==> src/design/chxy_pkg.sv <==
// ----------------------------------------------------------------------------
// chxy_pkg: shared types and constants for the compass heading block
// Word formats, fixed-point widths and the CORDIC step angle table.
// ----------------------------------------------------------------------------
package chxy_pkg;

    localparam int SAMPLE_BITS  = 11;
    localparam int FRAC_BITS    = 24;
    localparam int GUARD_BITS   = 32;
    localparam int CORDIC_STEPS = 28;
    localparam int HEAD_BITS    = 9;

    // Three headroom bits cover the CORDIC gain on the largest magnitude.
    localparam int XY_W = SAMPLE_BITS + GUARD_BITS + 3;
    // Angle accumulator: the running sum stays within about +/-100 degrees.
    localparam int Z_W  = FRAC_BITS + 9;
    // Clamped base angle, 0..90 degrees.
    localparam int TH_W = FRAC_BITS + 7;
    // Placed heading, 0..360 degrees.
    localparam int H_W  = FRAC_BITS + HEAD_BITS;

    typedef logic [SAMPLE_BITS-1:0]  t_sample;
    typedef logic signed [XY_W-1:0]  t_xy;
    typedef logic signed [Z_W-1:0]   t_angle;
    typedef logic [TH_W-1:0]         t_base;
    typedef logic [H_W-1:0]          t_head_q;
    typedef logic [HEAD_BITS-1:0]    t_heading;

    typedef struct packed {
        t_sample mag_x;
        t_sample mag_y;
    } t_in_word;

    typedef struct packed {
        t_heading heading_deg;
        logic     no_direction;
    } t_out_word;

    // State carried down the pipeline with each item.
    typedef struct packed {
        t_xy    x;
        t_xy    y;
        t_angle z;
        logic   fixed;
        logic   x_neg;
        logic   y_neg;
        logic   no_dir;
    } t_cordic;

    localparam t_angle   RIGHT_Q  = t_angle'(90) <<< FRAC_BITS;
    localparam t_angle   DIAG_Q   = t_angle'(45) <<< FRAC_BITS;
    localparam t_head_q  HALF_Q   = t_head_q'(180) << FRAC_BITS;
    localparam t_head_q  TURN_Q   = t_head_q'(360) << FRAC_BITS;
    localparam t_heading TURN_DEG = t_heading'(360);

    // atan(2^-i) in units of 1e-10 degree.
    localparam longint STEP_RAW [CORDIC_STEPS] = '{
        64'sd450000000000, 64'sd265650511771, 64'sd140362434679,
        64'sd71250163489,  64'sd35763343750,  64'sd17899106082,
        64'sd8951737102,   64'sd4476141709,   64'sd2238105004,
        64'sd1119056771,   64'sd559528919,    64'sd279764526,
        64'sd139882271,    64'sd69941137,     64'sd34970569,
        64'sd17485284,     64'sd8742642,      64'sd4371321,
        64'sd2185661,      64'sd1092830,      64'sd546415,
        64'sd273208,       64'sd136604,       64'sd68302,
        64'sd34151,        64'sd17075,        64'sd8538,
        64'sd4269
    };

    // Rescales one table entry to FRAC_BITS fraction bits, rounded to nearest.
    function automatic t_angle step_angle(input int idx);
        longint scaled;
        scaled = (STEP_RAW[idx] * (longint'(1) <<< FRAC_BITS) + 64'sd5000000000)
                 / 64'sd10000000000;
        return t_angle'(scaled);
    endfunction

endpackage

==> src/design/chxy_front.sv <==
// ----------------------------------------------------------------------------
// chxy_front: input stage of the compass heading pipeline
// Takes magnitudes and signs of the readings and settles the exact cases.
// ----------------------------------------------------------------------------
module chxy_front (
    input  logic               i_clk,
    input  logic               i_rst_n,
    input  logic               i_valid,
    input  chxy_pkg::t_in_word i_word,
    output logic               o_valid,
    output chxy_pkg::t_cordic  o_data
);

    localparam int HEAD_PAD = chxy_pkg::XY_W - chxy_pkg::SAMPLE_BITS - chxy_pkg::GUARD_BITS;

    logic              x_neg;
    logic              y_neg;
    chxy_pkg::t_sample ax;
    chxy_pkg::t_sample ay;
    chxy_pkg::t_cordic n_data;
    logic              r_valid;
    chxy_pkg::t_cordic r_data;

    assign x_neg = i_word.mag_x[chxy_pkg::SAMPLE_BITS-1];
    assign y_neg = i_word.mag_y[chxy_pkg::SAMPLE_BITS-1];

    // The most negative reading has magnitude 2^(SAMPLE_BITS-1), which still
    // fits as an unsigned value of the same width.
    assign ax = x_neg ? chxy_pkg::t_sample'(~i_word.mag_x + 1'b1) : i_word.mag_x;
    assign ay = y_neg ? chxy_pkg::t_sample'(~i_word.mag_y + 1'b1) : i_word.mag_y;

    always_comb begin
        n_data.x      = chxy_pkg::t_xy'({{HEAD_PAD{1'b0}}, ax,
                                         {chxy_pkg::GUARD_BITS{1'b0}}});
        n_data.y      = chxy_pkg::t_xy'({{HEAD_PAD{1'b0}}, ay,
                                         {chxy_pkg::GUARD_BITS{1'b0}}});
        n_data.x_neg  = x_neg;
        n_data.y_neg  = y_neg;
        n_data.no_dir = (ax == '0) && (ay == '0);
        // On an axis or the diagonal the angle is exact and the CORDIC
        // stages just carry it along.
        n_data.fixed  = (ay == '0) || (ax == '0) || (ax == ay);
        if (ay == '0) begin
            n_data.z = '0;
        end else if (ax == '0) begin
            n_data.z = chxy_pkg::RIGHT_Q;
        end else if (ax == ay) begin
            n_data.z = chxy_pkg::DIAG_Q;
        end else begin
            n_data.z = '0;
        end
    end

    always_ff @(posedge i_clk) begin
        if (!i_rst_n) begin
            r_valid <= 1'b0;
        end else begin
            r_valid <= i_valid;
        end
    end

    always_ff @(posedge i_clk) begin
        r_data <= n_data;
    end

    assign o_valid = r_valid;
    assign o_data  = r_data;

endmodule

==> config.mk <==
export PLATFORM = sky130hd
export DESIGN_NAME = chxy_front
export DESIGN_NICKNAME = d
export VERILOG_FILES = /design/src/design/chxy_pkg.sv /design/src/design/chxy_front.sv
export SDC_FILE = /design/constraint.sdc
export NUM_CORES = 1
export LEC_CHECK = 0
export BUFFER_PORTS_ARGS = -buffer_cell sky130_fd_sc_hd__buf_2
export CAP_MARGIN = 15
export CELL_PAD_IN_SITES_DETAIL_PLACEMENT = 1
export CELL_PAD_IN_SITES_GLOBAL_PLACEMENT = 2
export CORE_ASPECT_RATIO = 0.5
export CORE_MARGIN = 1
export CORE_UTILIZATION = 23
export DETAILED_ROUTE_END_ITERATION = 6
export PLACE_DENSITY = 0.86
export SYNTH_ARGS = -nofsm -noshare
export SYNTH_HDL_FRONTEND = slang
export SYNTH_SLANG_ARGS = --single-unit
==> constraint.sdc <==
create_clock -name i_clk -period 6.2 [get_ports i_clk]
set_input_delay 1.24 -clock i_clk [delete_from_list [all_inputs] [get_ports i_clk]]
set_output_delay 1.24 -clock i_clk [all_outputs]
set_load 0.1 [all_outputs]
---- Word-level counts from Yosys, hierarchy flattened ----
Index checks and enable logic that the tools add are counted.
storage, ports and cells
  bits in registers ....................... 60
  logic and storage cells ................. 24
  output and inout port bits .............. 130
cells by class
  muxes and demuxes ....................... 4
  equal/unequal tests ..................... 1
  reductions and logical operators ........ 6
  bitwise logic cells ..................... 2
  add/sub/neg operators ................... 2
operators by type and width
  operator                                       count
  two-way mux 31 bit                             1
  two-way mux 30 bit                             1
  adder 11 x 1 -> 11 bit, second input constant  2
  logical NOT 11 bit                             2
  two-way mux 11 bit                             2
  NOT 11 bit                                     2
  == test 11 bit                                 1
  logical OR 1 bit                               2
  OR reduction 2 bit                             1
  logical AND 1 bit                              1

---- Logic depth before layout (Yosys ltp) ----
  depth in word-level cells ............... 6
  gate-level depth with buffers ........... 9
  mapped depth without buffers ............ 9

---- Worst setup path before layout ----
No wires, ideal clock.
  path type ............................... input-to-reg
  from .................................... in i_word[14] (netlist bit)
  to ...................................... reg r_data (netlist bit o_data[30])
  path buffers ............................ 0
  slack ................................... 2.965 ns
  cell stages on the path ................. 7
  arrival ................................. 3.163 ns
  data required time ...................... 6.127 ns
  cells stage by stage .................... or3_4 > or4_1 > inv_1 > xnor2_1 > nand4_1 > or4_4 > nor3b_2
on the way
  longest elaborated chain between the ends .. 5
  elaborated cells on any way between the ends .. 7
  those cells by class .................... 1 x add/sub; 1 x eq/ne; 2 x mux; 1 x bitwise; 2 x reduce/logical
RTL lines
  what                                                      line                                source
  from (decl)                                               chxy_front.sv:9                     input chxy_pkg::t_in_word i_word,
  NOT 11 bit *                                              chxy_front.sv:29                    assign ax = x_neg ? chxy_pkg::t_sample'(~i_word.mag_x + 1'b1) : i_word.mag_x;
  adder 11 x 1 -> 11 bit *                                  chxy_front.sv:29
  two-way mux 11 bit *                                      chxy_front.sv:29
  net ax[10]                                                chxy_front.sv:18                    chxy_pkg::t_sample ax;
  == test 11 bit or logical NOT 11 bit (tied branches)      chxy_front.sv:47, chxy_front.sv:45
  two-way mux 30 bit or OR reduction 2 bit (tied branches)  -
  to (signal assigned)                                      chxy_front.sv:63                    r_data <= n_data;
  to (decl)                                                 chxy_front.sv:22                    chxy_pkg::t_cordic r_data;
The timed path passes the listed nets; every way through them passes the cells marked *.
A chain may end at the register's enable or synchronous reset.

---- Final worst setup path ----
Same ends and word-level chain as after synthesis.

==> summary.txt <==
Timing
  • Fmax: ~310 MHz
  • Tmin final: roughly 3.2 ns
  • RSZ-0062 raised after global routing: no
  • Rel. slew slack: between 40% and 50%
  • Setup violators final: 0
  • Slew Viols, Final: 0
  • Hold slack: 1.12 ns
  • Final period utilization: a little over half
  • Setup_tns: 0 ns
  • Slew @ Worst Pin: 0.836 ns
  • Fin. Hold Viols: 0

Place
  • Placed Area: around 2200 µm²
  • DP Wirelength: 3.61 mm
  • DP Cell Count: between 400 and 500
  • Number of port buffers: 58
  • Placer Congestion: roughly 0.74

Synthesis
  • Largest family of logic cells by synthesized area: buffers and inverters
  • Syn Inst Count: between 200 and 300
  • FFs w/ async S/R, synth: 0%
  • Seq/Total Area, Yosys: approximately 28%
  • Post-synthesis compound-gate area fraction: slightly below 8%
  • XOR/XNOR Fraction of Synth Area: roughly an eighth
  • Synth warn: 0
  • Post-synth cell types: about 40
  • Synth Cell Area: between 2000 and 2500 µm²
  • Fraction of the mapped netlist area in simple logic gates: around 12%
  • Seq cells post-synth: 30
  • Synth Area in Adders: about 1.1%
  • Synth Area per Inst: just under 9 µm²
  • Number of flops mapped to enable cells by yosys: 0
  • Mux cell area share after synthesis: 0.920%
  • Most used DFF post-synth: dfxtp_1

Layout
  • Area grow syn2layout: 7.82%
  • Diode count: 0
  • Most frequent cells in the layout: conb_1 (96), buf_2 (58), dfxtp_1 (30), xnor2_1 (15), inv_1 (14)
  • Commonest non-fill, non-tap cell in the layout: conb_1
  • Final Non-Filler Cells: 426
  • Layout cells sized above 1: a little under a quarter
  • Design area: around 2300 µm²
  • Nets: roughly 340

Critical path
  • CP Max Fanout: 7
  • WS Path Type: in -> reg
  • Critical path startpoint category: input port
  • WP data arrival: around 3.4 ns
  • Required time of the critical path: roughly 6.4 ns
  • Critical Path End Type: register

Global routing
  • First-pass GRT wire length: 6.34 mm
  • Initial antenna violation count: 0
  • Met2 GRT Util: 14.7%
  • Met3 Use GR: 2.30%
  • Total GRT Usage: roughly 8.2%
  • GRT busiest layer: met2
  • Largest net degree at the start of global routing: 18
  • Vias in the first global route: ~1300
  • Grt met1 use: a little under a tenth
  • Gr ovfl total: 0

Routing
  • First-pass DRT Iterations: 4
  • Vias: 1462
  • Wirelength, routed: between 4 and 5 mm
  • Vias per Instance: about 3.4
  • DR DRC count: 0
  • Post-DR wirelength/cell: 10.1 µm
  • Post-route ant nets: 0
  • Iteration-0 DRC Markers: 44

Clock tree
  • Clock tree from TritonCTS: built
  • Post-CTS Setup Bufs: 0
  • Post-CTS sizing: 0
  • Clk sinks: 30
  • Hold-fix buffers, CTS: 0
  • Clk slew on worst S/H paths: 0.05 ns
  • TritonCTS Buffers: 5
  • Clk buf depth: 2
  • Root Buffer: clkbuf_16
  • H-Tree Depth: 2

Pwr
  • Cell Pwr Density: between 300 and 400 nW/µm²
  • Total power: between 0.0008 and 0.0009 W
  • LEAKAGE: roughly 1.2 nW
  • Max IR drop VDD: ~88 µV

Die
  • Io pins: between 150 and 200
  • Die area: 9880 µm²
  • Die width: 140 µm
  • Chip Height: just over 70 µm
  • Starting density of the core: 24.3%
  • CORE AREA: between 8000 and 9000 µm²
  • Row Count: 24

Flow run
  • MaxCap Viol Count: 0

Worst hold path
  • Hold path depth: 1
  • Hold crit path type: in -> reg

Status
  • Status: completed
==> critical path, stage by stage <==
cell and delay (ns):
buf_2 0.14, or3_4 0.43, or4_1 0.51, inv_1 0.11, xnor2_1 0.13, nand4_1 0.12
or4_4 0.57, nor3b_2 0.18
==> power breakdown <==
group | switching, W | total, W | internal, W
combinational | 0.000408 | 0.000448 | 0.0000400
clock | 0.0000800 | 0.000239 | 0.000159
sequential | 0.00000351 | 0.000212 | 0.000208
total | 0.000492 | 0.000898 | 0.000407
==> layer usage <==
layer  share of wire, %  up-vias
li1                   -      726
met5                  0        -
met3                6.9        6
met4                1.8        0
met1                 40      667
met2                 51       63
==> logic make-up after synthesis <==
logic type      after synthesis
mux                           2
fa+ha+maj                     2
compound gates               24
buf+inv                     117
xor+xnor                     28
other cells                   1
simple gates                 47
flops                        30
==> registers in the layout (all words and copies together) (netlist names) <==
signal and flops:
o_data 29, o_valid 1
==> final cells by class <==
type | instances | area [µm²]
Inverter | 14 | 52.6
Multi-Input combinational cell | 199 | 1110
Sequential cell | 30 | 601
Fill cell | 1115 | 6600
Clock inverter | 1 | 5.00
Tap cell | 117 | 146
Timing Repair Buffer | 58 | 290
Clock buffer | 7 | 143
==> worst paths after layout <==
check | startpoint | end | slack (ns)
worst min-delay path | i_word[11] | o_data[115]$_DFF_P_ | 1.12
worst max-delay path | i_word[14] | o_data[30]$_SDFF_PP0_ | 2.97
==> Yosys cell counts (3+ instances only) <==
cell / n / share of area, %
buf_4: 100 / 34
dfxtp_1: 30 / 28
inv_1: 14 / 2.4
nand2_1: 9 / 1.6
nand2b_1: 5 / 1.4
nand3_1: 5 / 1.1
nor2_1: 10 / 1.7
nor3_1: 3 / 0.69
o21ai_0: 10 / 2.3
or3_1: 3 / 0.86
xnor2_1: 15 / 6.0
xor2_1: 11 / 4.4
==> metrics by stage <==
step / setup WS [ns] / utilization, %
after global routing: 2.81 / 26.2
after detailed placement: 2.68 / 24.6
after global placement: 2.72 / 24.6
final: 2.97 / 26.2
after floorplan: 2.96 / -
after CTS: 2.96 / 26.2
Note: power is estimated with default switching activity, not from simulation.
