--- config.mk ---
export PLATFORM = sky130hd
export DESIGN_NAME = chxy_back
export DESIGN_NICKNAME = d
export VERILOG_FILES = /design/src/design/chxy_pkg.sv /design/src/design/chxy_back.sv
export SDC_FILE = /design/constraint.sdc
export NUM_CORES = 1
export LEC_CHECK = 0
export ABC_AREA = 1
export BUFFER_PORTS_ARGS = -buffer_cell sky130_fd_sc_hd__buf_2
export CAP_MARGIN = 10
export CORE_ASPECT_RATIO = 1.75
export CORE_MARGIN = 1
export CORE_UTILIZATION = 34
export CTS_BUF_LIST = sky130_fd_sc_hd__clkbuf_4
export CTS_CLUSTER_DIAMETER = 150
export CTS_CLUSTER_SIZE = 25
export DETAILED_ROUTE_END_ITERATION = 8
export PLACE_DENSITY = 0.79
export SLEW_MARGIN = 10
export SYNTH_ARGS = -nofsm -noshare
export SYNTH_HDL_FRONTEND = slang
export SYNTH_SLANG_ARGS = --single-unit
--- constraint.sdc ---
create_clock -name i_clk -period 2.3 [get_ports i_clk]
set_input_delay 0.46 -clock i_clk [delete_from_list [all_inputs] [get_ports i_clk]]
set_output_delay 0.46 -clock i_clk [all_outputs]
set_load 0.01 [all_outputs]
--- src/design/chxy_pkg.sv ---
// ----------------------------------------------------------------------------
// chxy_pkg: shared types and constants for the compass heading block
// Word formats, fixed-point widths and the CORDIC step angle table.
// ----------------------------------------------------------------------------
package chxy_pkg;

    localparam int SAMPLE_BITS  = 11;
    localparam int FRAC_BITS    = 24;
    localparam int GUARD_BITS   = 32;
    localparam int CORDIC_STEPS = 28;
    localparam int HEAD_BITS    = 9;

    // Three headroom bits cover the CORDIC gain on the largest magnitude.
    localparam int XY_W = SAMPLE_BITS + GUARD_BITS + 3;
    // Angle accumulator: the running sum stays within about +/-100 degrees.
    localparam int Z_W  = FRAC_BITS + 9;
    // Clamped base angle, 0..90 degrees.
    localparam int TH_W = FRAC_BITS + 7;
    // Placed heading, 0..360 degrees.
    localparam int H_W  = FRAC_BITS + HEAD_BITS;

    typedef logic [SAMPLE_BITS-1:0]  t_sample;
    typedef logic signed [XY_W-1:0]  t_xy;
    typedef logic signed [Z_W-1:0]   t_angle;
    typedef logic [TH_W-1:0]         t_base;
    typedef logic [H_W-1:0]          t_head_q;
    typedef logic [HEAD_BITS-1:0]    t_heading;

    typedef struct packed {
        t_sample mag_x;
        t_sample mag_y;
    } t_in_word;

    typedef struct packed {
        t_heading heading_deg;
        logic     no_direction;
    } t_out_word;

    // State carried down the pipeline with each item.
    typedef struct packed {
        t_xy    x;
        t_xy    y;
        t_angle z;
        logic   fixed;
        logic   x_neg;
        logic   y_neg;
        logic   no_dir;
    } t_cordic;

    localparam t_angle   RIGHT_Q  = t_angle'(90) <<< FRAC_BITS;
    localparam t_angle   DIAG_Q   = t_angle'(45) <<< FRAC_BITS;
    localparam t_head_q  HALF_Q   = t_head_q'(180) << FRAC_BITS;
    localparam t_head_q  TURN_Q   = t_head_q'(360) << FRAC_BITS;
    localparam t_heading TURN_DEG = t_heading'(360);

    // atan(2^-i) in units of 1e-10 degree.
    localparam longint STEP_RAW [CORDIC_STEPS] = '{
        64'sd450000000000, 64'sd265650511771, 64'sd140362434679,
        64'sd71250163489,  64'sd35763343750,  64'sd17899106082,
        64'sd8951737102,   64'sd4476141709,   64'sd2238105004,
        64'sd1119056771,   64'sd559528919,    64'sd279764526,
        64'sd139882271,    64'sd69941137,     64'sd34970569,
        64'sd17485284,     64'sd8742642,      64'sd4371321,
        64'sd2185661,      64'sd1092830,      64'sd546415,
        64'sd273208,       64'sd136604,       64'sd68302,
        64'sd34151,        64'sd17075,        64'sd8538,
        64'sd4269
    };

    // Rescales one table entry to FRAC_BITS fraction bits, rounded to nearest.
    function automatic t_angle step_angle(input int idx);
        longint scaled;
        scaled = (STEP_RAW[idx] * (longint'(1) <<< FRAC_BITS) + 64'sd5000000000)
                 / 64'sd10000000000;
        return t_angle'(scaled);
    endfunction

endpackage

--- src/design/chxy_back.sv ---
// ----------------------------------------------------------------------------
// chxy_back: output stage of the compass heading pipeline
// Clamps the base angle, places it in its quadrant and forms the word.
// ----------------------------------------------------------------------------
module chxy_back (
    input  logic                i_clk,
    input  logic                i_rst_n,
    input  logic                i_valid,
    input  chxy_pkg::t_cordic   i_data,
    output logic                o_valid,
    output chxy_pkg::t_out_word o_word
);

    chxy_pkg::t_angle    z;
    chxy_pkg::t_base     base;
    chxy_pkg::t_head_q   base_ext;
    chxy_pkg::t_head_q   head_q;
    chxy_pkg::t_heading  deg;
    chxy_pkg::t_out_word n_word;
    logic                r_valid;
    chxy_pkg::t_out_word r_word;

    assign z = i_data.z;

    always_comb begin
        if (z < 0) begin
            base = '0;
        end else if (z > chxy_pkg::RIGHT_Q) begin
            base = chxy_pkg::t_base'(chxy_pkg::RIGHT_Q);
        end else begin
            base = chxy_pkg::t_base'(z);
        end
    end

    assign base_ext = chxy_pkg::t_head_q'(base);

    always_comb begin
        case ({i_data.x_neg, i_data.y_neg})
            2'b00:   head_q = chxy_pkg::TURN_Q - base_ext;
            2'b01:   head_q = base_ext;
            2'b10:   head_q = chxy_pkg::HALF_Q + base_ext;
            default: head_q = chxy_pkg::HALF_Q - base_ext;
        endcase
    end

    assign deg = head_q[chxy_pkg::H_W-1:chxy_pkg::FRAC_BITS];

    always_comb begin
        n_word.no_direction = i_data.no_dir;
        // A full turn wraps to north; the undefined case also reads zero.
        if (i_data.no_dir || (deg >= chxy_pkg::TURN_DEG)) begin
            n_word.heading_deg = '0;
        end else begin
            n_word.heading_deg = deg;
        end
    end

    always_ff @(posedge i_clk) begin
        if (!i_rst_n) begin
            r_valid <= 1'b0;
        end else begin
            r_valid <= i_valid;
        end
    end

    always_ff @(posedge i_clk) begin
        r_word <= n_word;
    end

    assign o_valid = r_valid;
    assign o_word  = r_word;

endmodule

=== Yosys cells after proc, flatten, opt, wreduce, memory -nomap -nowiden ===
Cells that the tools add are included.

* Flip-flop bits (word level): 11
* Bits in latches: 0
* Memory bits (writable): 0
* ROM bits: 0
* Output and inout port bits: 11
* Word-level logic and storage cells: 16
* Memories kept: 0

* $add $sub $neg: 3
* Multiply operators: 0
* Div/mod/pow operators: 0
* Magnitude comparators: 3
* Eq/ne operators: 2
* Shift-type cells: 0
* Mux-type cells: 3
* Bitwise operators: 0
* Reduce and logical (&&, ||, !) cells: 2

{| class="wikitable"
|+ Operators by type and width
! cell !! number
|-
| case mux 33 bit (3 select lines) || 1
|-
| 2-to-1 mux 31 bit || 2
|-
| adder 32 x 31 -> 33 bit (first input constant) || 1
|-
| > comparator 33 x 32 -> 1 bit (second input constant) || 1
|-
| < comparator 33 x 1 -> 1 bit (second input constant) || 1
|-
| subtractor 32 x 31 -> 33 bit (first input constant) || 1
|-
| subtractor 33 x 31 -> 33 bit (first input constant) || 1
|-
| greater-or-equal comparator 9 bit (second input constant) || 1
|-
| equality test 2 x 1 -> 1 bit (second input constant) || 1
|-
| equality test 2 bit (second input constant) || 1
|-
| zero test 2 bit || 1
|-
| logical OR 1 bit || 1
|}

=== Logic depth before layout (Yosys ltp) ===
* Word-level depth: 7
* Gate-level depth with buffers: 22
* Mapped depth without buffers: 22

=== Worst setup path before layout ===
OpenSTA, ideal clock, no wires.

* Path type: input port to flip-flop
* Start: in i_data[13] in the netlist's numbering
* End: reg r_word, in the netlist o_word[1]
* Setup time: 0.116 ns
* Arrival time: 2.323 ns
* Required time: 2.184 ns
* Slack: -0.139 ns
* Stages on the path: 19
* Cells stage by stage: nor2_1 nand2_1 inv_1 nand2_1 nor2_1 nand2_1 nand2_8 nand2_2 inv_1 ha_1 inv_1 nand3_1 nand2_1 o21ai_0 inv_1 nor2_1 nand3_1 nand3_2 nor2_1

* Word-level cells in the longest chain between the ends: 7
* Elaborated cells between the ends (all ways): 10

{| class="wikitable"
|+ RTL lines
! element !! RTL line !! text
|-
| from (decl) || chxy_back.sv:9 || <nowiki>input chxy_pkg::t_cordic i_data,</nowiki>
|-
| > comparator 33 x 32 -> 1 bit || chxy_back.sv:28 || <nowiki>end else if (z > chxy_pkg::RIGHT_Q) begin</nowiki>
|-
| 2-to-1 mux 31 bit || chxy_back.sv:28 ||
|-
| 2-to-1 mux 31 bit * || chxy_back.sv:26 || <nowiki>if (z < 0) begin</nowiki>
|-
| subtractor 33 x 31 -> 33 bit (tied with other cells) || chxy_back.sv:39 || <nowiki>2'b00: head_q = chxy_pkg::TURN_Q - base_ext;</nowiki>
|-
| case mux 33 bit (3 select lines) * || chxy_back.sv:38 || <nowiki>case ({i_data.x_neg, i_data.y_neg})</nowiki>
|-
| greater-or-equal comparator 9 bit || chxy_back.sv:51 || <nowiki>if (i_data.no_dir || (deg >= chxy_pkg::TURN_DEG)) begin</nowiki>
|-
| logical OR 1 bit || chxy_back.sv:51 ||
|-
| to (signal assigned) || chxy_back.sv:67 || <nowiki>r_word <= n_word;</nowiki>
|-
| to (decl) || chxy_back.sv:21 || <nowiki>chxy_pkg::t_out_word r_word;</nowiki>
|}

Every way passes the cells marked *; elsewhere a longest branch is shown, timed or not.
A chain may end at the register's enable or synchronous reset.

=== Worst setup path in the final report ===
* Start: in i_data[16] in the netlist's numbering
* End: reg r_word, in the netlist o_word[5]

The elaborated chain is that of the path after synthesis.

==> flow_metrics.tcl <==
set metrics [dict create \
    netlist_instances 276 \
    yosysWarnings 0 \
    grt_pass1_wl_mm 8.09 \
    leakagePower_nw 1.40 \
    status "finished, violations left" \
    grt.total_usage_pct 21.9 \
    postCtsHoldBufs 0 \
    hold_path.class "input pin to flop" \
    finalWorstSetupSlack_ns -0.0601 \
    place_ws_ns -0.434 \
    antenna_found_initial 0 \
    ys_seq_area_share_pct 14.7 \
    grt_max_degree 19 \
    vdd_drop_max_mv 0.231 \
    drc_errors 0 \
    die_height_um 89.9 \
    cts_made_buffers 3 \
    fin_crit_sh_pct 103 \
    hold_slack_ns 0.314 \
    cp.arrival_ns 2.56 \
    worstHoldEndpoint "o_word[0]" \
    antenna_cells 0 \
    ant_nets 0 \
    area_growth_pct 74.9 \
    startpoint_type "input pin" \
    crit_path_end_kind "flop" \
    p_int_mw 0.513 \
    worstMarginPinSlew_ns 0.443 \
    power_switching_mw 0.320 \
    netSwitchingFraction_pct 38.4 \
    critPathMaxFanout 7 \
    synth_nets 412 \
    cts_buffer_depth 2 \
    slowest_delay_ns 0.38 \
    hold_viol_final 0 \
    initial_core_util_pct 35.8 \
    fin_nets 522 \
    power_density_mw_per_mm2 317 \
    avgSynthCellArea_um2 5.44 \
    crit_slowest_cell "o41ai_4" \
    routed_wirelength_mm 5.21 \
    seq_power_share_pct 25.2 \
    grt_overflow 0 \
    grt_pass1_vias 2117 \
    num_rows 31 \
    synth_cell_type_count 27 \
    cts_tree "done" \
    crit_type "input pin to flop" \
    finalMaxSlewViolations 0 \
    slew_headroom_pct 70.4 \
    placed_cells 422 \
    crit_family "simple AND/OR/NAND/NOR gates" \
    firstDrtPassIters 4 \
    die_w_um 52.2 \
    drive_gt1_share_pct 50.1 \
    critical_path.cell_chain "buf_6, buf_4, or2_2, o41ai_4, nand4_1, a21oi_1, nor2_1, nor2_1, nand3_2, nand3_2, nand3_4, nor2_2" \
    syn_area_mm2 0.00150 \
    required_ns 2.50 \
    fp.coreArea_mm2 0.00419 \
    instances_no_fill 434 \
    first_iter_violations 61 \
    fin_crit_ns 2.36 \
    min-delay-start "i_data[0]" \
    num_vias 2169 \
    combPwrFrac_pct 58.2 \
    cts-htree-levels 1 \
    clock.fmax_mhz 424 \
    cap_violations 0 \
    clkTransAtPathRegs_ns 0.07 \
    fp.dieArea_mm2 0.00469 \
    finalSetupViolCount 7 \
    gp_congestion 0.907 \
    viasPerCell 5.00 \
    violations "negative setup slack" \
    port_buffers 49 \
    clockPowerShare_pct 16.6 \
    root_buffer "clkbuf_4" \
    rsz0062_at_grt "true" \
    wl_per_cell_um 12.0 \
    ys_ff_latch 11 \
    hold_path_depth 1 \
    crit_buf_inv 2 \
    power_mw 0.832 \
    cts_sinks 11 \
    post-dp-hpwl_mm 3.79 \
    ioPinCount 143 \
]
-- synthesized netlist by cell type --
cell type	n	share of area (%)
nand2_1	74	19
inv_1	53	13
nor2_1	47	12
nand3_1	28	9.3
dfxtp_1	11	15
o211ai_1	9	4.5
o21ai_0	7	2.3
nand4_1	6	2.5
a21oi_1	5	1.7
ha_1	4	3.3
inv_2	4	1.0
o21ai_2	4	2.3
a21oi_2	3	1.8
nor2_2	3	1.3
buf_6	2	1.5
nand2_2	2	0.83
nand3_2	2	1.3
o311ai_0	2	1.2
xor2_1	2	1.2
clkbuf_1	1	0.25
nand2_8	1	1.3
o21ai_1	1	0.33
o21bai_1	1	0.50
o31ai_1	1	0.50
o41ai_4	1	1.8
or2_2	1	0.42
xnor2_1	1	0.58
-- repair_timing --
item,in CTS,in global routing
endpoints found under the setup margin,8,8
gates cloned,0,0
resized for setup,53,41
buffers inserted,3,5
pin swaps,21,36
-- per-stage QoR --
stage | cell area (um2) | util, % | setup TNS (ns)
after floorplan | 1520 | - | 0
after global placement | 2190 | 52.2 | -2.73
after detailed placement | 2190 | 52.2 | -3.44
after CTS | 2460 | 58.6 | -0.000177
after global routing | 2620 | 62.6 | -1.62
final | 2620 | 62.6 | -0.249
-- state kept, by name (all words and copies together) (netlist names) --
register and count:
o_word 10, o_valid 1
-- power by group through the flow --
stage	logic, mW	registers [mW]	clock network [mW]
6_report	0.485	0.209	0.138
5_1_grt	0.530	0.212	0.157
4_1_cts	0.429	0.210	0.141
3_5_place_dp	0.379	0.214	0
3_3_place_gp	0.369	0.214	0
2_1_floorplan	0.192	0.224	0
-- area by class of cell --
cell class / instances / area (um2)
flip-flops and latches: 11 / 220
clock buffers: 4 / 30.0
well taps: 49 / 61.3
fillers: 393 / 1570
inverters: 57 / 221
multi-input cells: 205 / 1290
repair buffers: 108 / 796
-- layout by cell type (no fill, tap or decap), drive strengths merged --
master  synthesis  final
dfxtp          11     11
o311ai          2      2
nand3          30     30
or2             1      1
ha              4      4
o21ai          12     12
nor2           50     50
nand2          77     77
buf             2    108
a21oi           8      8
inv            57     57
xor2            2      2
o31ai           1      1
o21bai          1      1
nand4           6      6
xnor2           1      1
o41ai           1      1
clkbuf          1      4
o211ai          9      9
-- layer usage --
layer | up-vias | wire (um) | global-route usage [%]
li1 | 1088 | - | -
met4 | 0 | 340 | 16.7
met2 | 87 | 3080 | 43.6
met1 | 967 | 1590 | 17.7
met5 | - | 0 | 0
met3 | 27 | 203 | 1.18
-- worst max-delay path by stage --
stage	startpoint	to	slack [ns]	cells after the start
after floorplan	i_data[36]	o_word[1]	0.009	20
after global placement	i_data[19]	o_word[1]	-0.34	16
after detailed placement	i_data[21]	o_word[6]	-0.43	16
after CTS	i_data[23]	o_word[6]	-0.0002	22
after global routing	i_data[35]	o_word[5]	-0.24	18
final	i_data[16]	o_word[5]	-0.06	12
-- cells by family (layout without fill, tap and decap cells) --
logic type      count (synthesis)  in the layout  share of synthesized area, %
xor+xnor                        3              3                          1.75
simple gates                  164            164                          47.3
fa+ha+maj                       4              4                          3.34
buf+inv                        60            169                          16.0
compound gates                 34             34                          16.9
flops                          11             11                          14.7
(Power assumes the default switching activity.)
