`src/design/chxy_pkg.sv`:
```
// ----------------------------------------------------------------------------
// chxy_pkg: shared types and constants for the compass heading block
// Word formats, fixed-point widths and the CORDIC step angle table.
// ----------------------------------------------------------------------------
package chxy_pkg;

    localparam int SAMPLE_BITS  = 11;
    localparam int FRAC_BITS    = 24;
    localparam int GUARD_BITS   = 32;
    localparam int CORDIC_STEPS = 28;
    localparam int HEAD_BITS    = 9;

    // Three headroom bits cover the CORDIC gain on the largest magnitude.
    localparam int XY_W = SAMPLE_BITS + GUARD_BITS + 3;
    // Angle accumulator: the running sum stays within about +/-100 degrees.
    localparam int Z_W  = FRAC_BITS + 9;
    // Clamped base angle, 0..90 degrees.
    localparam int TH_W = FRAC_BITS + 7;
    // Placed heading, 0..360 degrees.
    localparam int H_W  = FRAC_BITS + HEAD_BITS;

    typedef logic [SAMPLE_BITS-1:0]  t_sample;
    typedef logic signed [XY_W-1:0]  t_xy;
    typedef logic signed [Z_W-1:0]   t_angle;
    typedef logic [TH_W-1:0]         t_base;
    typedef logic [H_W-1:0]          t_head_q;
    typedef logic [HEAD_BITS-1:0]    t_heading;

    typedef struct packed {
        t_sample mag_x;
        t_sample mag_y;
    } t_in_word;

    typedef struct packed {
        t_heading heading_deg;
        logic     no_direction;
    } t_out_word;

    // State carried down the pipeline with each item.
    typedef struct packed {
        t_xy    x;
        t_xy    y;
        t_angle z;
        logic   fixed;
        logic   x_neg;
        logic   y_neg;
        logic   no_dir;
    } t_cordic;

    localparam t_angle   RIGHT_Q  = t_angle'(90) <<< FRAC_BITS;
    localparam t_angle   DIAG_Q   = t_angle'(45) <<< FRAC_BITS;
    localparam t_head_q  HALF_Q   = t_head_q'(180) << FRAC_BITS;
    localparam t_head_q  TURN_Q   = t_head_q'(360) << FRAC_BITS;
    localparam t_heading TURN_DEG = t_heading'(360);

    // atan(2^-i) in units of 1e-10 degree.
    localparam longint STEP_RAW [CORDIC_STEPS] = '{
        64'sd450000000000, 64'sd265650511771, 64'sd140362434679,
        64'sd71250163489,  64'sd35763343750,  64'sd17899106082,
        64'sd8951737102,   64'sd4476141709,   64'sd2238105004,
        64'sd1119056771,   64'sd559528919,    64'sd279764526,
        64'sd139882271,    64'sd69941137,     64'sd34970569,
        64'sd17485284,     64'sd8742642,      64'sd4371321,
        64'sd2185661,      64'sd1092830,      64'sd546415,
        64'sd273208,       64'sd136604,       64'sd68302,
        64'sd34151,        64'sd17075,        64'sd8538,
        64'sd4269
    };

    // Rescales one table entry to FRAC_BITS fraction bits, rounded to nearest.
    function automatic t_angle step_angle(input int idx);
        longint scaled;
        scaled = (STEP_RAW[idx] * (longint'(1) <<< FRAC_BITS) + 64'sd5000000000)
                 / 64'sd10000000000;
        return t_angle'(scaled);
    endfunction

endpackage

```
`src/design/chxy_stage.sv`:
```
// ----------------------------------------------------------------------------
// chxy_stage: one CORDIC vectoring step
// Rotates toward the X axis by atan(2^-STEP) and accumulates the angle; fixed items pass unchanged.
// ----------------------------------------------------------------------------
module chxy_stage #(
    parameter int STEP = 0
) (
    input  logic              i_clk,
    input  logic              i_rst_n,
    input  logic              i_valid,
    input  chxy_pkg::t_cordic i_data,
    output logic              o_valid,
    output chxy_pkg::t_cordic o_data
);

    localparam chxy_pkg::t_angle ANGLE = chxy_pkg::step_angle(STEP);

    chxy_pkg::t_xy     cur_x;
    chxy_pkg::t_xy     cur_y;
    chxy_pkg::t_angle  cur_z;
    chxy_pkg::t_xy     dx;
    chxy_pkg::t_xy     dy;
    chxy_pkg::t_cordic n_data;
    logic              r_valid;
    chxy_pkg::t_cordic r_data;

    assign cur_x = i_data.x;
    assign cur_y = i_data.y;
    assign cur_z = i_data.z;

    // Arithmetic shifts round toward minus infinity.
    assign dx = cur_y >>> STEP;
    assign dy = cur_x >>> STEP;

    always_comb begin
        n_data = i_data;
        if (!i_data.fixed) begin
            if (cur_y > 0) begin
                n_data.x = cur_x + dx;
                n_data.y = cur_y - dy;
                n_data.z = cur_z + ANGLE;
            end else begin
                n_data.x = cur_x - dx;
                n_data.y = cur_y + dy;
                n_data.z = cur_z - ANGLE;
            end
        end
    end

    always_ff @(posedge i_clk) begin
        if (!i_rst_n) begin
            r_valid <= 1'b0;
        end else begin
            r_valid <= i_valid;
        end
    end

    always_ff @(posedge i_clk) begin
        r_data <= n_data;
    end

    assign o_valid = r_valid;
    assign o_data  = r_data;

endmodule

```
`config.mk`:
```
export PLATFORM = sky130hd
export DESIGN_NAME = chxy_stage
export DESIGN_NICKNAME = d
export VERILOG_FILES = /design/src/design/chxy_pkg.sv /design/src/design/chxy_stage.sv
export SDC_FILE = /design/constraint.sdc
export NUM_CORES = 1
export LEC_CHECK = 0
export BUFFER_PORTS_ARGS = -buffer_cell sky130_fd_sc_hd__buf_4
export CORE_MARGIN = 4
export CORE_UTILIZATION = 55
export DETAILED_ROUTE_END_ITERATION = 8
export PLACE_DENSITY = 0.92
export RECOVER_POWER = 25
export SLEW_MARGIN = 15
export SYNTH_ARGS = -nofsm -noshare
export SYNTH_HDL_FRONTEND = slang
export SYNTH_SLANG_ARGS = --single-unit
```
`constraint.sdc`:
```
create_clock -name i_clk -period 6.6 [get_ports i_clk]
set_input_delay 0.33 -clock i_clk [delete_from_list [all_inputs] [get_ports i_clk]]
set_output_delay 0.33 -clock i_clk [all_outputs]
set_load 0.05 [all_outputs]
```
# [Word-level counts from Yosys, hierarchy flattened]
# Index checks and enable logic that the tools add are counted.
[word_totals] regBits=130 input_bits=132 output_inout_bits=130 wordCells=16
[op_classes] add_sub_neg=5 order_cmp=1 mux=2
[ops] operator="2-to-1 mux 125 bit" n=2
[ops] operator="subtractor 46 bit" n=2
[ops] operator="adder 46 bit" n=1
[ops] operator="> comparator 46 x 1 -> 1 bit (second input constant)" n=1
[ops] operator="adder 33 x 31 -> 33 bit (second input constant)" n=1
[ops] operator="subtractor 33 x 31 -> 33 bit (second input constant)" n=1

# [Logic depth before layout (Yosys ltp)]
# Gate-level depths: netlist (run 1).
[depth] depth_word=3 ltp_mapped=20 depth_no_buf=16

# [Worst setup path before layout (run 1)]
# No wires, ideal clock.
[synth_path] kind="in2reg" from="input port i_data[82] in the netlist's numbering" to="register r_data (netlist bit o_data[36])" setup_time_ns=0.118 arrival_time_ns=3.613 required_time_ns=6.482 slack_ns=2.869 path_stages=18 n_path_buf=5 path_cell_list="clkbuf_1 or2_2 clkbuf_1 inv_1 clkbuf_1 clkbuf_1 clkbuf_1 ha_1 nor2b_1 o21ai_0 a21boi_0 o21ai_0 nand2b_1 a21o_1 a21oi_1 xnor2_1 nand2_1 xnor2_1"
[synth_rtl] item="start, declared" line="chxy_stage.sv:11" text="input chxy_pkg::t_cordic i_data,"
[synth_rtl] item="end signal, assigned" line="chxy_stage.sv:59" text="r_data <= n_data;"
[synth_rtl] item="end, declared" line="chxy_stage.sv:25" text="chxy_pkg::t_cordic r_data;"

==> flow_summary_export.csv, run 1 <==
group,metric,value,unit
pwr,power_frac_comb,0.445,
grt,top_usage_layer,"met2",
setup_path,timing.critical_path.cells,"buf_4 > nor4_1 > nand4_1 > nor3_1 > or2_2 > inv_2 > buf_4 > ha_1 > nor2b_1 > o21ai_0 > a21boi_0 > o21ai_0 > nand2b_1 > a21o_1 > a21oi_1 > xnor2_1 > nand2_1 > xnor2_1",
grt,number_of_global_route_vias_before_repair,13420,
setup_path,critical_path.startpoint,"i_data[67]",
setup_path,critPathTopFamily,"simple AND/OR/NAND/NOR gates",
grt,globalRouteMet3Util,0.07230,
synth,post_synth_num_cell_types,78,
clocking,cts_htree_levels,4,
synth,synth_area_leaders,"sky130_fd_sc_hd__dfxtp_1, sky130_fd_sc_hd__ha_1, sky130_fd_sc_hd__a21oi_1",
synth,synth-async-reset-ratio,0,
synth,synth_largest_area_cell,"sky130_fd_sc_hd__dfxtp_1",
grt,globalRouteOverflowTotal,0,
route,detail-route-antenna-nets,0,
floorplanning,floorplan.die_area,25170,um^2
clocking,clock-root-buffer,"sky130_fd_sc_hd__clkbuf_16",
grt,grt_start_max_net_pins,83,
final_layout,fin_nets,2215,
grt,grt.met1_usage,0.4883,
pwr,power.static_leakage,7.041,nW
floorplanning,core_area,22090,um^2
pwr,ir_drop,0.1522,mV
final_layout,fraction_of_layout_instances_using_a_drive_strength_above_1,0.1443,
pwr,clock_power_share,0.297,
setup_path,crit_path_end_kind,"flop",
synth,netlist.area_leader.share,0.2085,
timing,layout_setup_ws,2.345,ns
setup_path,crit_type,"input port to flop",
setup_path,critical_path_arrival,4.58,ns
place,post-place-cells,2165,
synth,synth-edff-count,0,
place,portBuffers,261,
synth,post_synth_instance_area,12480,um^2
outcome,status,"completed",
grt,grtUsageTotal,0.3797,
worst_hold_path,worst_hold_startpoint,"i_data[16]",
place,place_congestion,1.003,
clocking,cts_tree,"built",
floorplanning,pin_count,262,
clocking,clk_pin_slew,0.07,ns
route,via_count,14070,
timing,final-hold-violation-count,0,
timing,max_clock_freq,0.2350,GHz
floorplanning,floorplan.die.width,158.6,um
timing,timing.final.max_slew_violations,0,
pwr,power-per-cell-area,235.5,nW/um^2
pwr,report.power.total,3.578,mW
timing,min_period,4.255,ns
route,avgRoutedWirePerCell,22.33,um
floorplanning,initial_core_utilization,0.5649,
synth,postSynthNetCount,1993,
clocking,max-clock-path-buffers,2,
synth,yosysSeqAreaShare,0.2085,
synth,synth_commonest_cells,"sky130_fd_sc_hd__a21oi_1, sky130_fd_sc_hd__ha_1, sky130_fd_sc_hd__nand2_1",
place,dpl-instance-area,14470,um^2
timing,timing_worst_slew_pin_value,1.050,ns
route,post_detailed_route_drc_marker_count,0,
final_layout,layout.filler_cells,1874,
pwr,power.share.switching,0.4387,
clocking,number_of_clock_buffers_inserted_by_tritoncts,17,
synth,ys.flop_type,"sky130_fd_sc_hd__dfxtp_1",
route,drt_iter0_markers,1531,
timing,unrepaired_setup_endpoints_after_global_routing,"false",
floorplanning,site_rows,54,
setup_path,highest_net_fanout_along_the_worst_path,66,
route,postRouteWirelength,49.61,mm
synth,post_synth_inst_count,1706,
grt,use_met2,0.6190,
floorplanning,height_of_the_die,158.6,um
timing,layout_worst_path_cycle_share,0.6446,
worst_hold_path,hold_class,"input port to flop",
final_layout,area_growth,21.74,%
place,placement.setup.worst_slack,2.016,ns
grt,global_route_wire_length_before_repair,74.84,mm
flow_run,cap_viol_max_count,0,
final_layout,stdcell_area,15190,um^2
route,drt-pass1-iter-count,7,
synth,yosys_warnings,0,
clocking,cts_sinks,130,
clocking,post_cts_resized,0,
setup_path,timing.critical_path.slowest_stage_cell,"sky130_fd_sc_hd__nor4_1",
setup_path,max_stage_delay,0.89,ns
place,post-dp-hpwl,37.38,mm
timing,slew-limit-headroom,0.2934,
route,viasPerCell,6.332,
pwr,pwr-share-seq,0.258,
timing,setup_total_negative_slack,0,ns
setup_path,worst-path-buf-inv,3,
setup_path,startpoint_type,"input port",
final_layout,post_route_non_filler_standard_cell_count,2222,
pwr,power_report.internal_total,2.008,mW
synth,synth_most_common_cell,"sky130_fd_sc_hd__a21oi_1",
grt,number_of_antenna_violations_at_the_first_check_in_global_routing,1,
timing,setup-violations-final,0,
setup_path,critPathRequiredTime,6.93,ns
synth,ys_seq_elements,130,
pwr,total_switching_power,1.570,mW
synth,avgSynthCellArea,7.316,um^2
## cell families (layout without fill, tap and decap cells)
kind of cell / after synthesis / after routing / synth area share
AO/OA/AOI/OAI: 595 / 595 / 0.2994
other: 0 / 1 / 0
multiplexers: 36 / 36 / 0.02907
XOR/XNOR: 82 / 82 / 0.05754
flip-flops: 130 / 130 / 0.2085
AND/OR/NAND/NOR: 471 / 471 / 0.1735
buffers and inverters: 237 / 472 / 0.07418
adder cells (fa/ha/maj): 155 / 155 / 0.1578
## timing repair
action                                  in CTS  in global routing
hold buffers                                24                  0
endpoints found under the setup margin       0                  0
endpoints found under the hold margin       24                  0
buffers inserted                             0                  0
## layout make-up
cell class	instances	area, um^2	share of cell area
Multi-Input combinational cell	1339	8952	0.5892
Sequential cell	130	2603	0.1713
Timing Repair Buffer	291	2098	0.1381
Inverter	149	559.3	0.03681
Clock buffer	18	439.2	0.02890
Tap cell	280	350.3	0.02306
Clock inverter	14	190.2	0.01252
Antenna cell	1	2.502	0.0001647
## state kept, by name (all words and copies together), names as in the netlist
| name | cells |
|---|---|
| o_data | 129 |
| o_valid | 1 |
## power by group through the flow
stage                     sequential, mW  clock [mW]  combinational (mW)
final                              0.923        1.06                1.59
after detailed placement           0.938           0                1.57
after global placement             0.937           0                1.56
after global routing               0.932        1.10                1.69
after floorplan                     1.30           0               0.708
after CTS                          0.922        1.05                1.58
## path summary, 6_finish.rpt
path	slack [ns]	endpoint	cells after the start
hold / removal	0.02	o_data[16]	1
setup / recovery	2.35	o_data[36]	18
## per-layer routing
layer	share of wire	wire [um]	vias to the layer above
met5	0	0	-
met4	0.048	2383	0
met3	0.096	4739	154
met2	0.46	22600	898
met1	0.40	19890	6538
li1	-	-	6480
## through the flow
| stage | hold WS (ns) | util |
|---|---|---|
| CTS | 0.004401 | 0.6942 |
| global route | 0.02252 | 0.6877 |
| floorplan | 0.3577 | - |
| finish | 0.02377 | 0.6877 |
| global placement | 0.4346 | 0.6549 |
| detailed placement | 0.4356 | 0.6549 |
## placed cells by master (no fill, tap or decap), types with 16 or more instances in the layout
cell,count
sky130_fd_sc_hd__nand4_1,27
sky130_fd_sc_hd__dfxtp_1,130
sky130_fd_sc_hd__a211oi_1,19
sky130_fd_sc_hd__mux2i_1,34
sky130_fd_sc_hd__a21o_1,39
sky130_fd_sc_hd__dlygate4sd3_1,24
sky130_fd_sc_hd__o21bai_1,40
sky130_fd_sc_hd__nor3_1,46
sky130_fd_sc_hd__o211ai_1,18
sky130_fd_sc_hd__buf_4,203
sky130_fd_sc_hd__ha_1,151
sky130_fd_sc_hd__nor4_1,28
sky130_fd_sc_hd__inv_1,145
sky130_fd_sc_hd__nor2_1,140
sky130_fd_sc_hd__clkbuf_16,17
sky130_fd_sc_hd__a21oi_1,209
sky130_fd_sc_hd__clkbuf_4,25
sky130_fd_sc_hd__nor2b_1,17
sky130_fd_sc_hd__o21a_1,16
sky130_fd_sc_hd__o21ai_0,136
sky130_fd_sc_hd__xnor2_1,70
sky130_fd_sc_hd__nand2_1,151
sky130_fd_sc_hd__nand3_1,16
sky130_fd_sc_hd__clkbuf_1,39
Note: power is estimated with default switching activity, not from simulation.
==> run 2, diff against run 1 <==
- CORE_UTILIZATION: 55 -> 51
- PLACE_DENSITY: 0.92 -> 0.9
- clock period: 6.6 -> 3.9 ns (I/O delays scaled with it)
==> run 2 against run 1 <==
Flip-flop and latch count did not move. Critical path depth is 2 lower. Die area increased by 7.4%. Critical path type unchanged. Global-route usage decreased by 2.2 points. Setup slack worse by 2.2 ns. Sequential share of layout area down 0.86 points.
==> flow_summary_export.csv, run 2 (same netlist as run 1, synthesis figures left out) <==
group,metric,value,unit
place,place_congestion,1.017,
setup_path,critical_path_arrival,4.04,ns
timing,unrepaired_setup_endpoints_after_global_routing,"false",
floorplanning,site_rows,56,
grt,global_route_wire_length_before_repair,76.95,mm
final_layout,layout.cells.most_common_list,"sky130_fd_sc_hd__buf_4, sky130_fd_sc_hd__a21oi_1, sky130_fd_sc_hd__nand2_1, sky130_fd_sc_hd__ha_1, sky130_fd_sc_hd__inv_1",
final_layout,area_growth,28.21,%
place,post-dp-hpwl,38.84,mm
grt,grt_start_max_net_pins,106,
clocking,clk_pin_slew,0.06,ns
timing,setup-violations-final,0,
grt,globalRouteOverflowTotal,0,
final_layout,final_core_utilization,0.6737,
floorplanning,floorplan.die.width,164.4,um
final_layout,layout.filler_cells,2078,
route,post_detailed_route_drc_marker_count,0,
grt,number_of_global_route_vias_before_repair,14120,
timing,timing.final.max_slew_violations,0,
place,dpl-instance-area,15150,um^2
setup_path,crit_type,"input port to flop",
worst_hold_path,min_path_cells,3,
timing,layout_worst_path_cycle_share,0.9531,
timing,fin_worst_hold_slack,0.007410,ns
final_layout,stdcell_area,16000,um^2
worst_hold_path,hold_class,"input port to flop",
clocking,cts_tree,"built",
setup_path,crit_path_end_kind,"flop",
route,drt_iter0_markers,1693,
final_layout,antenna_diode_count,0,
final_layout,fraction_of_layout_instances_using_a_drive_strength_above_1,0.1784,
timing,timing_worst_slew_pin_value,1.044,ns
clocking,cts.repair_timing.setup_buffer_count,0,
timing,final-hold-violation-count,0,
worst_hold_path,hold-path-endpoint,"o_data[104]",
floorplanning,height_of_the_die,164.4,um
final_layout,max_reg_flops,129,
timing,setup_total_negative_slack,0,ns
place,portBuffers,261,
clocking,max-clock-path-buffers,2,
pwr,power-per-cell-area,377.6,nW/um^2
timing,min_period,3.717,ns
route,via_count,14360,
timing,max_clock_freq,0.2690,GHz
setup_path,timing.critical_path.cells,"dlygate4sd3_1 > buf_4 > ha_1 > or4_4 > or3_1 > a21oi_1 > a211oi_1 > buf_4 > o211ai_2 > a211o_1 > a21oi_1 > buf_4 > o21a_1 > buf_4 > o311a_1 > a221o_1",
grt,grtUsageTotal,0.3579,
clocking,cts_htree_levels,4,
clocking,clock-root-buffer,"sky130_fd_sc_hd__clkbuf_16",
floorplanning,initial_core_utilization,0.5254,
route,postRouteWirelength,50.27,mm
pwr,ir_drop,0.3430,mV
clocking,number_of_clock_buffers_inserted_by_tritoncts,17,
setup_path,crit_top_cell,"sky130_fd_sc_hd__buf_4",
route,drt-pass1-iter-count,6,
floorplanning,pin_count,262,
pwr,power.static_leakage,7.482,nW
setup_path,critPathRequiredTime,4.22,ns
final_layout,fin_nets,2314,
grt,number_of_antenna_violations_at_the_first_check_in_global_routing,0,
setup_path,highest_net_fanout_along_the_worst_path,7,
flow_run,cap_viol_max_count,0,
setup_path,startpoint_type,"input port",
final_layout,layout_commonest_cell,"sky130_fd_sc_hd__buf_4",
pwr,report.power.total,6.043,mW
floorplanning,core_area,23750,um^2
route,avgRoutedWirePerCell,21.31,um
route,viasPerCell,6.087,
worst_hold_path,worst_hold_startpoint,"i_data[104]",
route,detail-route-antenna-nets,0,
setup_path,max_stage_delay,0.55,ns
floorplanning,floorplan.die_area,27040,um^2
clocking,cts_sinks,130,
setup_path,timing.critical_path.slowest_stage_cell,"sky130_fd_sc_hd__dlygate4sd3_1",
timing,slew-limit-headroom,0.3030,
outcome,status,"completed",
-- run 2: critical path, delay by kind of cell --
| family | cells | cell delay [ns] |
|---|---|---|
| buffers and inverters | 5 | 1.19 |
| AOI/OAI and AO/OA | 8 | 1.51 |
| and+or+nand+nor | 2 | 0.78 |
| adders and majority gates | 1 | 0.37 |
-- run 2: where the power goes --
part           total [mW]  switching (mW)  internal [mW]
registers            1.56          0.0590           1.50
clock network        1.66           0.748          0.916
logic                2.82            1.87          0.942
-- run 2: worst max-delay path by stage --
stage	from	to	slack [ns]	depth (start not counted)
after floorplan	i_data[82]	o_data[36]	0.30	18
after global placement	i_data[39]	o_data[82]	0.17	14
after detailed placement	i_data[38]	o_data[82]	0.09	15
after CTS	i_data[91]	o_data[82]	0.14	14
after global routing	i_data[91]	o_data[126]	0.0003	16
final	i_data[91]	o_data[126]	0.18	16
-- run 2: repair_timing --
item,in CTS,in global routing
endpoints found under the setup margin,0,3
resized for setup,0,2
hold buffers,41,0
hold endpoints to repair,40,0
-- run 2: per-stage QoR --
step | cells | worst slack, ns
after floorplan | 1706 | 0.3039
after detailed placement | 2286 | 0.09090
after global placement | 2286 | 0.1725
after global routing | 2359 | 0.0002500
after CTS | 2359 | 0.1388
final | 2359 | 0.1830
-- run 2: layout make-up --
cell class	instances	area (um^2)	share of cell area
multi-input cells	1339	8959	0.5599
repair buffers	390	2900	0.1812
clock inverters	14	142.6	0.008914
clock buffers	18	439.2	0.02745
well taps	319	399.1	0.02494
inverters	149	559.3	0.03495
flip-flops and latches	130	2603	0.1626
-- run 2: per-layer routing --
| metal | vias up | routed length, um | track usage |
|---|---|---|---|
| li1 | 6684 | - | - |
| met1 | 6650 | 20900 | 0.4653 |
| met2 | 884 | 22710 | 0.5878 |
| met3 | 142 | 4841 | 0.07262 |
| met4 | 0 | 1827 | 0.1335 |
| met5 | - | 0 | 0 |
==> run 3, diff against run 2 <==
- PLACE_DENSITY: 0.9 -> 0.78
==> run 3 against run 2 <==
Combinational power about the same. Routed wire length decreased by 1.6%. Sequential power is essentially flat. Critical path depth down 2. Non-clock buffer count down 9. The flow now finishes with violations (hold timing, capacitance limit, slew limit). Utilization hardly changed. Largest cell class unchanged. Sequential share of layout area is essentially flat. Via count shrank 1.3%. Cell count fell by 0.38%. First-iteration DRC count increased by 5.4%. Count of clock-buffer cells in the layout increased by 1.
==> flow_summary_export.csv, run 3 (same netlist as run 1, synthesis figures left out) <==
group,metric,value,unit
outcome,status,"finished, violations left",
outcome,failed_checks,"hold timing, capacitance limit, slew limit",
final_layout,layout_commonest_cell,"sky130_fd_sc_hd__buf_4",
timing,fin_worst_hold_slack,-0.0006588,ns
final_layout,antenna_diode_count,0,
setup_path,crit_type,"input port to flop",
clocking,max-clock-path-buffers,2,
route,viasPerCell,6.034,
pwr,power.static_leakage,7.490,nW
timing,slew-limit-headroom,-1.084,
timing,layout_worst_path_cycle_share,0.9705,
timing,min_period,3.785,ns
route,avgRoutedWirePerCell,21.06,um
grt,grt_start_max_net_pins,83,
route,postRouteWirelength,49.49,mm
pwr,report.power.total,6.208,mW
timing,setup-violations-final,0,
route,detail-route-antenna-nets,0,
grt,number_of_global_route_vias_before_repair,13430,
pwr,power_frac_comb,0.450,
grt,number_of_antenna_violations_at_the_first_check_in_global_routing,1,
timing,setup_total_negative_slack,0,ns
worst_hold_path,min_path_cells,3,
clocking,cts_htree_levels,4,
final_layout,fin_nets,2305,
place,post-dp-hpwl,38.45,mm
worst_hold_path,hold_class,"input port to flop",
place,portBuffers,261,
floorplanning,height_of_the_die,164.4,um
clocking,clk_pin_slew,0.08,ns
floorplanning,initial_core_utilization,0.5254,
floorplanning,pin_count,262,
timing,max_clock_freq,0.2642,GHz
pwr,pwr-share-seq,0.252,
pwr,power_report.internal_total,3.554,mW
floorplanning,core_area,23750,um^2
setup_path,critical_path_arrival,4.11,ns
setup_path,highest_net_fanout_along_the_worst_path,16,
setup_path,crit_top_cell,"sky130_fd_sc_hd__nand2_1",
timing,unrepaired_setup_endpoints_after_global_routing,"false",
grt,globalRouteOverflowTotal,0,
setup_path,timing.critical_path.slowest_stage_cell,"sky130_fd_sc_hd__a211oi_1",
final_layout,area_growth,28.12,%
setup_path,crit_path_end_kind,"flop",
floorplanning,floorplan.die_area,27040,um^2
route,drt_iter0_markers,1785,
final_layout,layout.filler_cells,2097,
grt,grtUsageTotal,0.3547,
final_layout,max_reg_flops,129,
flow_run,cap_viol_max_count,1,
pwr,power-per-cell-area,388.3,nW/um^2
setup_path,startpoint_type,"input port",
pwr,total_switching_power,2.655,mW
floorplanning,floorplan.die.width,164.4,um
final_layout,fraction_of_layout_instances_using_a_drive_strength_above_1,0.1758,
timing,final-hold-violation-count,2,
pwr,ir_drop,0.2722,mV
pwr,power.share.switching,0.4276,
timing,timing.final.max_slew_violations,83,
setup_path,max_stage_delay,0.60,ns
route,via_count,14180,
place,place_congestion,1.037,
clocking,cts.repair_timing.setup_buffer_count,0,
setup_path,timing.critical_path.cells,"dlygate4sd3_1 > buf_4 > ha_1 > nor4_1 > nand2_1 > nor4_1 > inv_1 > a211oi_1 > o21ai_1 > nand2_1 > buf_4 > nand2_1 > o2111a_1 > a211oi_1",
worst_hold_path,worst_hold_startpoint,"i_data[109]",
clocking,number_of_clock_buffers_inserted_by_tritoncts,17,
route,post_detailed_route_drc_marker_count,0,
pwr,clock_power_share,0.297,
clocking,cts_sinks,130,
timing,timing_worst_slew_pin_value,3.126,ns
clocking,cts_tree,"built",
worst_hold_path,hold-path-endpoint,"o_data[109]",
final_layout,layout.cells.most_common_list,"sky130_fd_sc_hd__buf_4, sky130_fd_sc_hd__a21oi_1, sky130_fd_sc_hd__nand2_1, sky130_fd_sc_hd__ha_1, sky130_fd_sc_hd__inv_1",
floorplanning,site_rows,56,
clocking,clock-root-buffer,"sky130_fd_sc_hd__clkbuf_16",
grt,global_route_wire_length_before_repair,75.73,mm
route,drt-pass1-iter-count,6,
setup_path,critPathRequiredTime,4.23,ns
[run 3: changes by cell type in the layout (fill, tap and decap cells not counted), sizes merged]
cell         delta
buf             -6
clkinvlp        -4
bufinv          +3
clkinv          +3
inv             -3
dlygate4sd3     -2
[run 3: critical path, delay by kind of cell]
kind,cells,cell delay (ns)
simple gates,5,1.30
buf+inv,4,0.90
compound gates,4,1.23
fa+ha+maj,1,0.49
[run 3: layout make-up]
class | instances | area (um^2) | area share
Multi-Input combinational cell | 1339 | 8952 | 0.5599
Timing Repair Buffer | 381 | 2835 | 0.1773
Sequential cell | 130 | 2603 | 0.1628
Inverter | 149 | 559.3 | 0.03498
Clock buffer | 19 | 442.9 | 0.02770
Tap cell | 319 | 399.1 | 0.02496
Clock inverter | 13 | 198.9 | 0.01244
[run 3: per-layer routing]
metal  wire length (um)  GRT usage  share of wire
met5                  9          0        0.00018
met4               1952     0.1471          0.039
met3               4666    0.07412          0.094
met2              22120     0.5707           0.45
met1              20740     0.4636           0.42
[run 3: how the worst max path moves through the flow]
stage                      startpoint          end  slack (ns)
after floorplan            i_data[82]   o_data[36]        0.30
after global placement     i_data[39]   o_data[81]        0.23
after detailed placement   i_data[39]   o_data[81]        0.24
after CTS                 i_data[113]  o_data[124]        0.32
after global routing      i_data[113]   o_data[82]        0.02
final                     i_data[113]  o_data[124]        0.12
[run 3: repair_timing]
action	in CTS	in global routing
hold buffers	39	0
endpoints found under the hold margin	38	0
resized for setup	0	0
setup endpoints to repair	0	0
[run 3: per-stage QoR]
stage	worst slack, ns	instances	instance area, um^2	util	hold WS (ns)
floorplan	0.3039	1706	12480	-	0.2227
global placement	0.2293	2279	15090	0.6354	0.2996
detailed placement	0.2375	2279	15090	0.6354	0.3008
CTS	0.3217	2350	16130	0.6789	0.0007056
global route	0.01611	2350	15990	0.6732	0.01203
finish	0.1151	2350	15990	0.6732	-0.0006588
[run 3: power by group through the flow]
| stage | registers (mW) | clock network, mW | logic [mW] |
|---|---|---|---|
| floorplan | 2.20 | 0 | 1.20 |
| global placement | 1.59 | 0 | 2.73 |
| detailed placement | 1.59 | 0 | 2.74 |
| CTS | 1.57 | 1.85 | 2.79 |
| global route | 1.58 | 1.90 | 2.97 |
| finish | 1.57 | 1.85 | 2.80 |
